===== src/hw/rtl/tope_pkg.sv =====
// tope_pkg: shared types, codes and character helpers for the tree object entry parser
// depends on nothing; used by tope_parser and tree_object_entry_parser

package tope_pkg;

    typedef enum logic [1:0] {
        PH_HEADER = 2'd0,
        PH_MODE   = 2'd1,
        PH_NAME   = 2'd2,
        PH_HASH   = 2'd3
    } phase_t;

    localparam logic [1:0] KIND_DELIM = 2'd0;
    localparam logic [1:0] KIND_MODE  = 2'd1;
    localparam logic [1:0] KIND_NAME  = 2'd2;
    localparam logic [1:0] KIND_HASH  = 2'd3;

    localparam logic [7:0] CHAR_NUL   = 8'h00;
    localparam logic [7:0] CHAR_SPACE = 8'h20;

    localparam logic [2:0] TREE_MODE_LEN = 3'd6;
    localparam logic [2:0] MODE_LEN_MAX  = 3'd7;

    typedef struct packed {
        logic [1:0] kind;
        logic [1:0] char_count;
        logic [7:0] first_char;
        logic [7:0] second_char;
        logic       entry_done;
        logic       is_subtree;
        logic       object_end;
        logic       parse_error;
    } result_t;

    // characters of the subtree mode text "040000"
    function automatic logic [7:0] tree_mode_char(input logic [2:0] idx);
        logic [7:0] c;
        case (idx)
            3'd1:    c = 8'h34;
            3'd0,
            3'd2,
            3'd3,
            3'd4,
            3'd5:    c = 8'h30;
            default: c = CHAR_NUL;
        endcase
        return c;
    endfunction

    // lower-case hex digit
    function automatic logic [7:0] hex_char(input logic [3:0] nib);
        logic [7:0] c;
        if (nib < 4'd10)
        begin
            c = 8'h30 + {4'd0, nib};
        end
        else
        begin
            c = 8'h57 + {4'd0, nib};
        end
        return c;
    endfunction

endpackage


===== src/hw/rtl/tope_in_if.sv =====
// tope_in_if: input channel carrying one tree object byte per beat
// depends on nothing

interface tope_in_if;
    logic       valid;
    logic       ready;
    logic [7:0] data_byte;
    logic       object_last;

    modport source (output valid, output data_byte, output object_last, input ready);
    modport sink   (input valid, input data_byte, input object_last, output ready);
endinterface


===== src/hw/rtl/tope_out_if.sv =====
// tope_out_if: result channel carrying one parse result per beat
// depends on nothing

interface tope_out_if;
    logic       valid;
    logic       ready;
    logic [1:0] kind;
    logic [1:0] char_count;
    logic [7:0] first_char;
    logic [7:0] second_char;
    logic       entry_done;
    logic       is_subtree;
    logic       object_end;
    logic       parse_error;

    modport source (output valid, output kind, output char_count, output first_char,
                    output second_char, output entry_done, output is_subtree,
                    output object_end, output parse_error, input ready);
    modport sink   (input valid, input kind, input char_count, input first_char,
                    input second_char, input entry_done, input is_subtree,
                    input object_end, input parse_error, output ready);
endinterface


===== src/hw/rtl/tree_object_entry_parser.sv =====
// tree_object_entry_parser: top level, byte-wise tree object entry parser
// depends on tope_pkg, tope_in_if, tope_out_if, tope_parser
//
//   channel  dir  beat carries
//   in_ch    in   data_byte, object_last
//   out_ch   out  kind, char_count, first_char, second_char,
//                 entry_done, is_subtree, object_end, parse_error
//
// one result per input beat, held in the result register and shown in the cycle after its beat is taken
// a new beat is taken every cycle while the result register is empty or being drained
// out_ch stall holds the result and stops input only while the register is full
// rst_n clears the parse state to the header phase and empties the result register

module tree_object_entry_parser #(
    parameter int DIGEST_LEN = 32
) (
    input  logic       clk,
    input  logic       rst_n,
    tope_in_if.sink    in_ch,
    tope_out_if.source out_ch
);

    logic              accept;
    logic              out_valid_reg;
    tope_pkg::result_t res;
    tope_pkg::result_t res_reg;

    assign in_ch.ready = !out_valid_reg || out_ch.ready;
    assign accept      = in_ch.valid && in_ch.ready;

    tope_parser #(
        .DIGEST_LEN (DIGEST_LEN)
    ) u_parser (
        .clk         (clk),
        .rst_n       (rst_n),
        .step        (accept),
        .data_byte   (in_ch.data_byte),
        .object_last (in_ch.object_last),
        .res         (res)
    );

    always_ff @(posedge clk or negedge rst_n)
    begin
        if (!rst_n)
        begin
            out_valid_reg <= 1'b0;
        end
        else if (in_ch.ready)
        begin
            out_valid_reg <= in_ch.valid;
        end
    end

    always_ff @(posedge clk)
    begin
        if (accept)
        begin
            res_reg <= res;
        end
    end

    assign out_ch.valid       = out_valid_reg;
    assign out_ch.kind        = res_reg.kind;
    assign out_ch.char_count  = res_reg.char_count;
    assign out_ch.first_char  = res_reg.first_char;
    assign out_ch.second_char = res_reg.second_char;
    assign out_ch.entry_done  = res_reg.entry_done;
    assign out_ch.is_subtree  = res_reg.is_subtree;
    assign out_ch.object_end  = res_reg.object_end;
    assign out_ch.parse_error = res_reg.parse_error;

endmodule


===== src/hw/rtl/tope_parser.sv =====
// tope_parser: parse state registers and the per-byte result logic
// depends on tope_pkg

module tope_parser #(
    parameter int DIGEST_LEN = 32
) (
    input  logic             clk,
    input  logic             rst_n,
    input  logic             step,
    input  logic [7:0]       data_byte,
    input  logic             object_last,
    output tope_pkg::result_t res
);

    localparam int CNT_W = $clog2(DIGEST_LEN + 1);

    tope_pkg::phase_t phase_reg, phase_next;
    logic [CNT_W-1:0] hash_cnt_reg, hash_cnt_next, hash_cnt_inc;
    logic [2:0]       mode_len_reg, mode_len_next;
    logic             mode_match_reg, mode_match_next;

    assign hash_cnt_inc = hash_cnt_reg + {{(CNT_W-1){1'b0}}, 1'b1};

    always_comb
    begin
        phase_next      = phase_reg;
        hash_cnt_next   = hash_cnt_reg;
        mode_len_next   = mode_len_reg;
        mode_match_next = mode_match_reg;
        res             = '0;
        res.object_end  = object_last;

        case (phase_reg)
            tope_pkg::PH_HEADER:
            begin
                if (data_byte == tope_pkg::CHAR_NUL)
                begin
                    phase_next      = tope_pkg::PH_MODE;
                    mode_len_next   = 3'd0;
                    mode_match_next = 1'b1;
                    hash_cnt_next   = '0;
                end
            end
            tope_pkg::PH_MODE:
            begin
                if (data_byte == tope_pkg::CHAR_SPACE)
                begin
                    phase_next = tope_pkg::PH_NAME;
                end
                else
                begin
                    res.kind       = tope_pkg::KIND_MODE;
                    res.char_count = 2'd1;
                    res.first_char = data_byte;
                    if (mode_len_reg >= tope_pkg::TREE_MODE_LEN ||
                        data_byte != tope_pkg::tree_mode_char(mode_len_reg))
                    begin
                        mode_match_next = 1'b0;
                    end
                    if (mode_len_reg < tope_pkg::MODE_LEN_MAX)
                    begin
                        mode_len_next = mode_len_reg + 3'd1;
                    end
                end
            end
            tope_pkg::PH_NAME:
            begin
                if (data_byte == tope_pkg::CHAR_NUL)
                begin
                    phase_next    = tope_pkg::PH_HASH;
                    hash_cnt_next = '0;
                end
                else
                begin
                    res.kind       = tope_pkg::KIND_NAME;
                    res.char_count = 2'd1;
                    res.first_char = data_byte;
                end
            end
            tope_pkg::PH_HASH:
            begin
                res.kind        = tope_pkg::KIND_HASH;
                res.char_count  = 2'd2;
                res.first_char  = tope_pkg::hex_char(data_byte[7:4]);
                res.second_char = tope_pkg::hex_char(data_byte[3:0]);
                if (hash_cnt_inc == CNT_W'(DIGEST_LEN))
                begin
                    res.entry_done  = 1'b1;
                    res.is_subtree  = mode_match_reg &&
                                      (mode_len_reg == tope_pkg::TREE_MODE_LEN);
                    phase_next      = tope_pkg::PH_MODE;
                    mode_len_next   = 3'd0;
                    mode_match_next = 1'b1;
                    hash_cnt_next   = '0;
                end
                else
                begin
                    hash_cnt_next = hash_cnt_inc;
                end
            end
            default:
            begin
                phase_next = tope_pkg::PH_HEADER;
            end
        endcase

        // object end: check entry boundary, then back to header
        if (object_last)
        begin
            res.parse_error = !(phase_next == tope_pkg::PH_MODE && mode_len_next == 3'd0);
            phase_next      = tope_pkg::PH_HEADER;
            hash_cnt_next   = '0;
            mode_len_next   = 3'd0;
            mode_match_next = 1'b1;
        end
    end

    always_ff @(posedge clk or negedge rst_n)
    begin
        if (!rst_n)
        begin
            phase_reg      <= tope_pkg::PH_HEADER;
            hash_cnt_reg   <= '0;
            mode_len_reg   <= 3'd0;
            mode_match_reg <= 1'b1;
        end
        else if (step)
        begin
            phase_reg      <= phase_next;
            hash_cnt_reg   <= hash_cnt_next;
            mode_len_reg   <= mode_len_next;
            mode_match_reg <= mode_match_next;
        end
    end

endmodule


===== src/flat_wrapper.sv =====
// flat-port wrapper written by rule: the top's interface ports become plain ports
module tree_object_entry_parser_flat 
#(
    parameter int DIGEST_LEN = 32
)
  (clk, rst_n, in_ch_valid, in_ch_data_byte, in_ch_object_last, in_ch_ready, out_ch_valid, out_ch_kind, out_ch_char_count, out_ch_first_char, out_ch_second_char, out_ch_entry_done, out_ch_is_subtree, out_ch_object_end, out_ch_parse_error, out_ch_ready);
  tope_in_if in_ch_i ();
  tope_out_if out_ch_i ();
  input  logic clk;
  input  logic rst_n;
  input wire logic [$bits(in_ch_i.valid)-1:0] in_ch_valid;
  input wire logic [$bits(in_ch_i.data_byte)-1:0] in_ch_data_byte;
  input wire logic [$bits(in_ch_i.object_last)-1:0] in_ch_object_last;
  output wire logic [$bits(in_ch_i.ready)-1:0] in_ch_ready;
  output wire logic [$bits(out_ch_i.valid)-1:0] out_ch_valid;
  output wire logic [$bits(out_ch_i.kind)-1:0] out_ch_kind;
  output wire logic [$bits(out_ch_i.char_count)-1:0] out_ch_char_count;
  output wire logic [$bits(out_ch_i.first_char)-1:0] out_ch_first_char;
  output wire logic [$bits(out_ch_i.second_char)-1:0] out_ch_second_char;
  output wire logic [$bits(out_ch_i.entry_done)-1:0] out_ch_entry_done;
  output wire logic [$bits(out_ch_i.is_subtree)-1:0] out_ch_is_subtree;
  output wire logic [$bits(out_ch_i.object_end)-1:0] out_ch_object_end;
  output wire logic [$bits(out_ch_i.parse_error)-1:0] out_ch_parse_error;
  input wire logic [$bits(out_ch_i.ready)-1:0] out_ch_ready;
  assign in_ch_i.valid = in_ch_valid;
  assign in_ch_i.data_byte = in_ch_data_byte;
  assign in_ch_i.object_last = in_ch_object_last;
  assign in_ch_ready = in_ch_i.ready;
  assign out_ch_valid = out_ch_i.valid;
  assign out_ch_kind = out_ch_i.kind;
  assign out_ch_char_count = out_ch_i.char_count;
  assign out_ch_first_char = out_ch_i.first_char;
  assign out_ch_second_char = out_ch_i.second_char;
  assign out_ch_entry_done = out_ch_i.entry_done;
  assign out_ch_is_subtree = out_ch_i.is_subtree;
  assign out_ch_object_end = out_ch_i.object_end;
  assign out_ch_parse_error = out_ch_i.parse_error;
  assign out_ch_i.ready = out_ch_ready;
  tree_object_entry_parser #(.DIGEST_LEN(DIGEST_LEN)) u_core (.clk(clk), .rst_n(rst_n), .in_ch(in_ch_i), .out_ch(out_ch_i));
endmodule

===== config.mk =====
export PLATFORM = sky130hd
export DESIGN_NAME = tree_object_entry_parser_flat
export DESIGN_NICKNAME = d
export VERILOG_FILES = /design/src/hw/rtl/tope_pkg.sv /design/src/hw/rtl/tope_in_if.sv /design/src/hw/rtl/tope_out_if.sv /design/src/hw/rtl/tree_object_entry_parser.sv /design/src/hw/rtl/tope_parser.sv /design/src/flat_wrapper.sv
export SDC_FILE = /design/constraint.sdc
export NUM_CORES = 1
export LEC_CHECK = 0
export BUFFER_PORTS_ARGS = -buffer_cell sky130_fd_sc_hd__buf_2
export CAP_MARGIN = 25
export CORE_ASPECT_RATIO = 1.1
export CORE_MARGIN = 3
export CORE_UTILIZATION = 59
export DETAILED_ROUTE_END_ITERATION = 6
export GPL_ROUTABILITY_DRIVEN = 0
export PLACE_DENSITY = 0.9
export SLEW_MARGIN = 40
export SYNTH_ARGS = -nofsm -noshare
export SYNTH_HDL_FRONTEND = slang
export SYNTH_HIERARCHICAL = 1
export SYNTH_SLANG_ARGS = --single-unit

===== constraint.sdc =====
create_clock -name clk -period 3.7 [get_ports clk]
set_input_delay 0.74 -clock clk [delete_from_list [all_inputs] [get_ports clk]]
set_output_delay 0.74 -clock clk [all_outputs]
set_load 0.03 [all_outputs]

# == Word-level counts from Yosys, hierarchy flattened ==
# Index checks and enable logic that the tools add are counted.
# op_classes
add_sub_neg,6
order_cmp,4
eq_ne,18
mux,31
reduce_logical,18
# ops
operator,count
case mux 12 bit (3 select lines),1
two-way mux 8 bit,4
case mux 6 bit (2 select lines),2
two-way mux 6 bit,3
"adder 7 x 4 -> 8 bit, first input constant",2
two-way mux 3 bit,5
"adder 6 x 4 -> 7 bit, first input constant",2
two-way mux 12 bit,1
two-way mux 2 bit,6
"inequality test 3 bit, second input constant",4
two-way mux 11 bit,1
"equality test 3 bit, second input constant",3
case mux 3 bit (3 select lines),1
"equality test 8 x 6 -> 1 bit, second input constant",1
logical NOT 8 bit,1
"< comparator 4 bit, second input constant",2
inequality test 8 bit,1
case mux 2 bit (4 select lines),1
"adder 6 x 1 -> 6 bit, second input constant",1
"equality test 3 x 2 -> 1 bit, second input constant",2
"equality test 6 bit, second input constant",1
logical NOT 3 bit,2
AND reduction 6 bit,1
two-way mux 1 bit,5
18 further kinds,24
# word_totals
ff_bits,37
inputBits,13
output_inout_bits,26
wordCells,90

# == Logic depth before layout (Yosys ltp) ==
# depth
word_depth,11
mapped_depth,7
depth_no_buf,7

# == By module ==
# The synthesis kept the hierarchy.
# modules_own_cells
mod,n_inst,cells_per_inst,area_per_inst_um2,seq_area_each_um2
tope_parser,1,169,1325.0,301.5
tree_object_entry_parser,1,28,774.5,745.7

# == Least setup slack after synthesis ==
# OpenSTA, ideal clock, no wires.
# synth_timing
path_kind,in2reg
startpoint,in in_ch_data_byte[0]
endpoint,reg u_core.u_parser.hash_cnt_reg[3]
setup_ns,0.140
t_arrival_ns,2.171
setup_slack_ns,1.388
stages,7
n_path_buf,0
cell_sequence,inv_1 -> ha_1 -> or4b_4 -> nor4b_2 -> o31ai_2 -> o21ai_0 -> o21ai_1
# synth_via
elab_chain_len,3
# synth_lines
item,line_no,text
"start, declared",flat_wrapper.sv:12,input wire logic [$bits(in_ch_i.data_byte)-1:0] in_ch_data_byte;
logical NOT 8 bit,"tope_parser.sv:36, tope_parser.sv:68",
inequality test 3 x 1 -> 1 bit (no source line),n/a,
AND reduction 3 bit (no source line),n/a,
"end signal, assigned",tope_parser.sv:130,hash_cnt_reg <= hash_cnt_next;
"end, declared",tope_parser.sv:18,"logic [CNT_W-1:0] hash_cnt_reg, hash_cnt_next, hash_cnt_inc;"
# Every way passes these cells.
# A chain may end at the register's enable or synchronous reset.

# == Worst setup path after layout ==
# layout_timing
startpoint,in in_ch_data_byte[1]
endpoint,reg u_core.u_parser.hash_cnt_reg[3]
# Same word-level chain as after synthesis.

==> metrics.txt <==
Die Y=68.6 um; Crit. End Element=flop; gr ovfl total=0; Commonest cells post-synth=edfxtp_1 (24), o21ai_0 (14), inv_1 (13), nand2_1 (13), dfrtp_1 (12); Reg2Reg Depth=5; Via Count=1592; critical path launch point type=input port; worst-path fanout max=8; synthesized area per cell=10.7 um^2; drt first pass iters=5; final core occ=0.701; Slew HR=0.603; Final Setup Violations=0; Post-synth ARST share=0.351; initial antenna violation count=0; met1 WL=1590 um; Core ar.=3390 um^2; crit path time final=2330 ps; Reg area=1050 um^2; FF+latch count, synth=37; Num CTS Buffers=5; synthesized area=2100 um^2; top-area cell type share of the netlist area=0.343; die outline width=62.9 um; Remaining DRCs=0; Hold Buf Count CTS=0; Seq/Total Area, Yosys=0.499; Post-DRT Antenna Nets=0; clk_lat worst skew=340 ps; Ys Warns=6; Slew @ Worst Pin=591 ps; Layout Skew=9.74 ps; dpl hpwl=2810 um; pins over their slew limit=0; WL/cell=14.0 um; setup_tns=0 ps; Ports=39; top cells by area, synth=edfxtp_1 (34%), dfrtp_1 (14%), ha_1 (5.4%); uppermost layer routed=met4; Vias/cell=5.71; number of cell rows=22; Cell variety after synth=56; Hold Crit Class=in -> async; most instantiated library cell after synthesis=edfxtp_1; Max clock buf depth=2; first-pass GRT wire length=6590 um; Post-synth EDFFs=24; Hold Slack=267 ps; Worst VDD drop=191 uV; worst path required time=3910 ps; Worst Setup Path Type=in -> reg; Max-Cap Viols=0; root buf cell=clkbuf_4; die area=4310 um^2; multi-input logic area=936 um^2; CTS sink count=37; RSZ-0062 raised after global routing=false; port bufs=38; clk slew on worst S/H paths=110 ps; power per cell area=356 nW/um^2; leakage=1.00 nW; Critical Path Source=in_ch_data_byte[1]; outcome=finished, final reports clean; layout cell share with drive strength beyond 1=0.251; final hold violations=0; vias in the first global route=1466; Post-Syn Instances=197; Synth Net Count=219; violation count after the first detailed-route iteration=91; largest net degree at the start of global routing=34; post-cts resize count=0; CTS HTree Levels=2; Total Wirelength=3910 um; Net count, final=252; met2 WL=2050 um; Area Growth Syn to Fin=13.1%; reg-to-reg startpoint=u_core/u_parser/phase_reg[0]; gr usage total=0.200; Final WS setup=1370 ps; n_diodes=0; Fmax achieved=0.429 GHz; cell taking the most area after synthesis=edfxtp_1; # fillers=245; ys flop type=edfxtp_1; CTS tree=yes; Final Cycle Share=0.631; Starting Density=0.620; DP Worst Slack=1040 ps; post-CTS setup buffer count=0; length of routed met3 wiring=224 um; CP arrival=2540 ps
## logic make-up (layout without fill, tap and decap cells)
| logic type | after synthesis | after routing | synth area share |
|---|---|---|---|
| adder cells (fa/ha/maj) | 9 | 9 | 0.0536 |
| XOR/XNOR | 4 | 4 | 0.0167 |
| AO/OA/AOI/OAI | 56 | 56 | 0.186 |
| AND/OR/NAND/NOR | 61 | 61 | 0.173 |
| flip-flops | 37 | 37 | 0.499 |
| multiplexers | 3 | 3 | 0.0143 |
| buffers and inverters | 26 | 60 | 0.0554 |
| other | 1 | 1 | 0.00179 |
## through the flow
stage,area [um^2],power (W),instances
final,2370,0.000845,279
after detailed placement,2290,0.000563,271
after global routing,2370,0.000882,279
after CTS,2370,0.000853,279
after global placement,2290,0.000561,271
after floorplan,2100,0.000535,197
## worst paths after layout
check / to / slack (ps)
max: u_core/u_parser/hash_cnt_reg[3] / 1370
min: u_core/u_parser/hash_cnt_reg[5] / 270
max in group asynchronous: u_core/u_parser/mode_match_reg / 3140
max reg2reg: u_core/u_parser/hash_cnt_reg[4] / 1450
min reg2reg: u_core/u_parser/mode_match_reg / 470
min in group clk: u_core/u_parser/mode_match_reg / 470
## cell usage in the layout, fill, tap and decap left out, drive strengths merged, types with 2 or more instances in the layout
master	n
buf	38
edfxtp	24
o21ai	18
nand2	13
inv	13
dfrtp	12
a21oi	11
ha	9
nand3	8
nor2	8
clkbuf	6
nand2b	6
a31oi	5
nor2b	4
a22o	4
and2	4
xnor2	3
mux2i	3
o2111ai	3
nor4	2
or3b	2
and3	2
and4	2
o2bb2ai	2
o31ai	2
nor4b	2
a211oi	2
## power by group
group | internal, W | leakage, nW | switching [W]
Combinational | 0.0000282 | 0.547 | 0.0000693
Sequential | 0.000454 | 0.412 | 0.00000335
Clock | 0.000161 | 0.0445 | 0.000130
Total | 0.000642 | 1.00 | 0.000203
## area by class of cell
| type | instances | area share |
|---|---|---|
| well taps | 48 | 0.0253 |
| multi-input cells | 134 | 0.394 |
| clock inverters | 2 | 0.0158 |
| repair buffers | 38 | 0.0801 |
| flip-flops and latches | 37 | 0.441 |
| inverters | 14 | 0.0221 |
| clock buffers | 6 | 0.0216 |
## layer usage
metal  track usage  up-vias
met5             0        -
met3        0.0519        7
met2         0.383       58
li1              -      796
met4        0.0799        0
met1         0.212      731
## worst max-delay path: stages
cell	delay, ps
buf_2	130
inv_1	110
ha_1	170
or4b_4	510
nor4b_2	400
o31ai_2	190
o21ai_0	190
o21ai_1	90
Power figures use the tool's default switching activity.
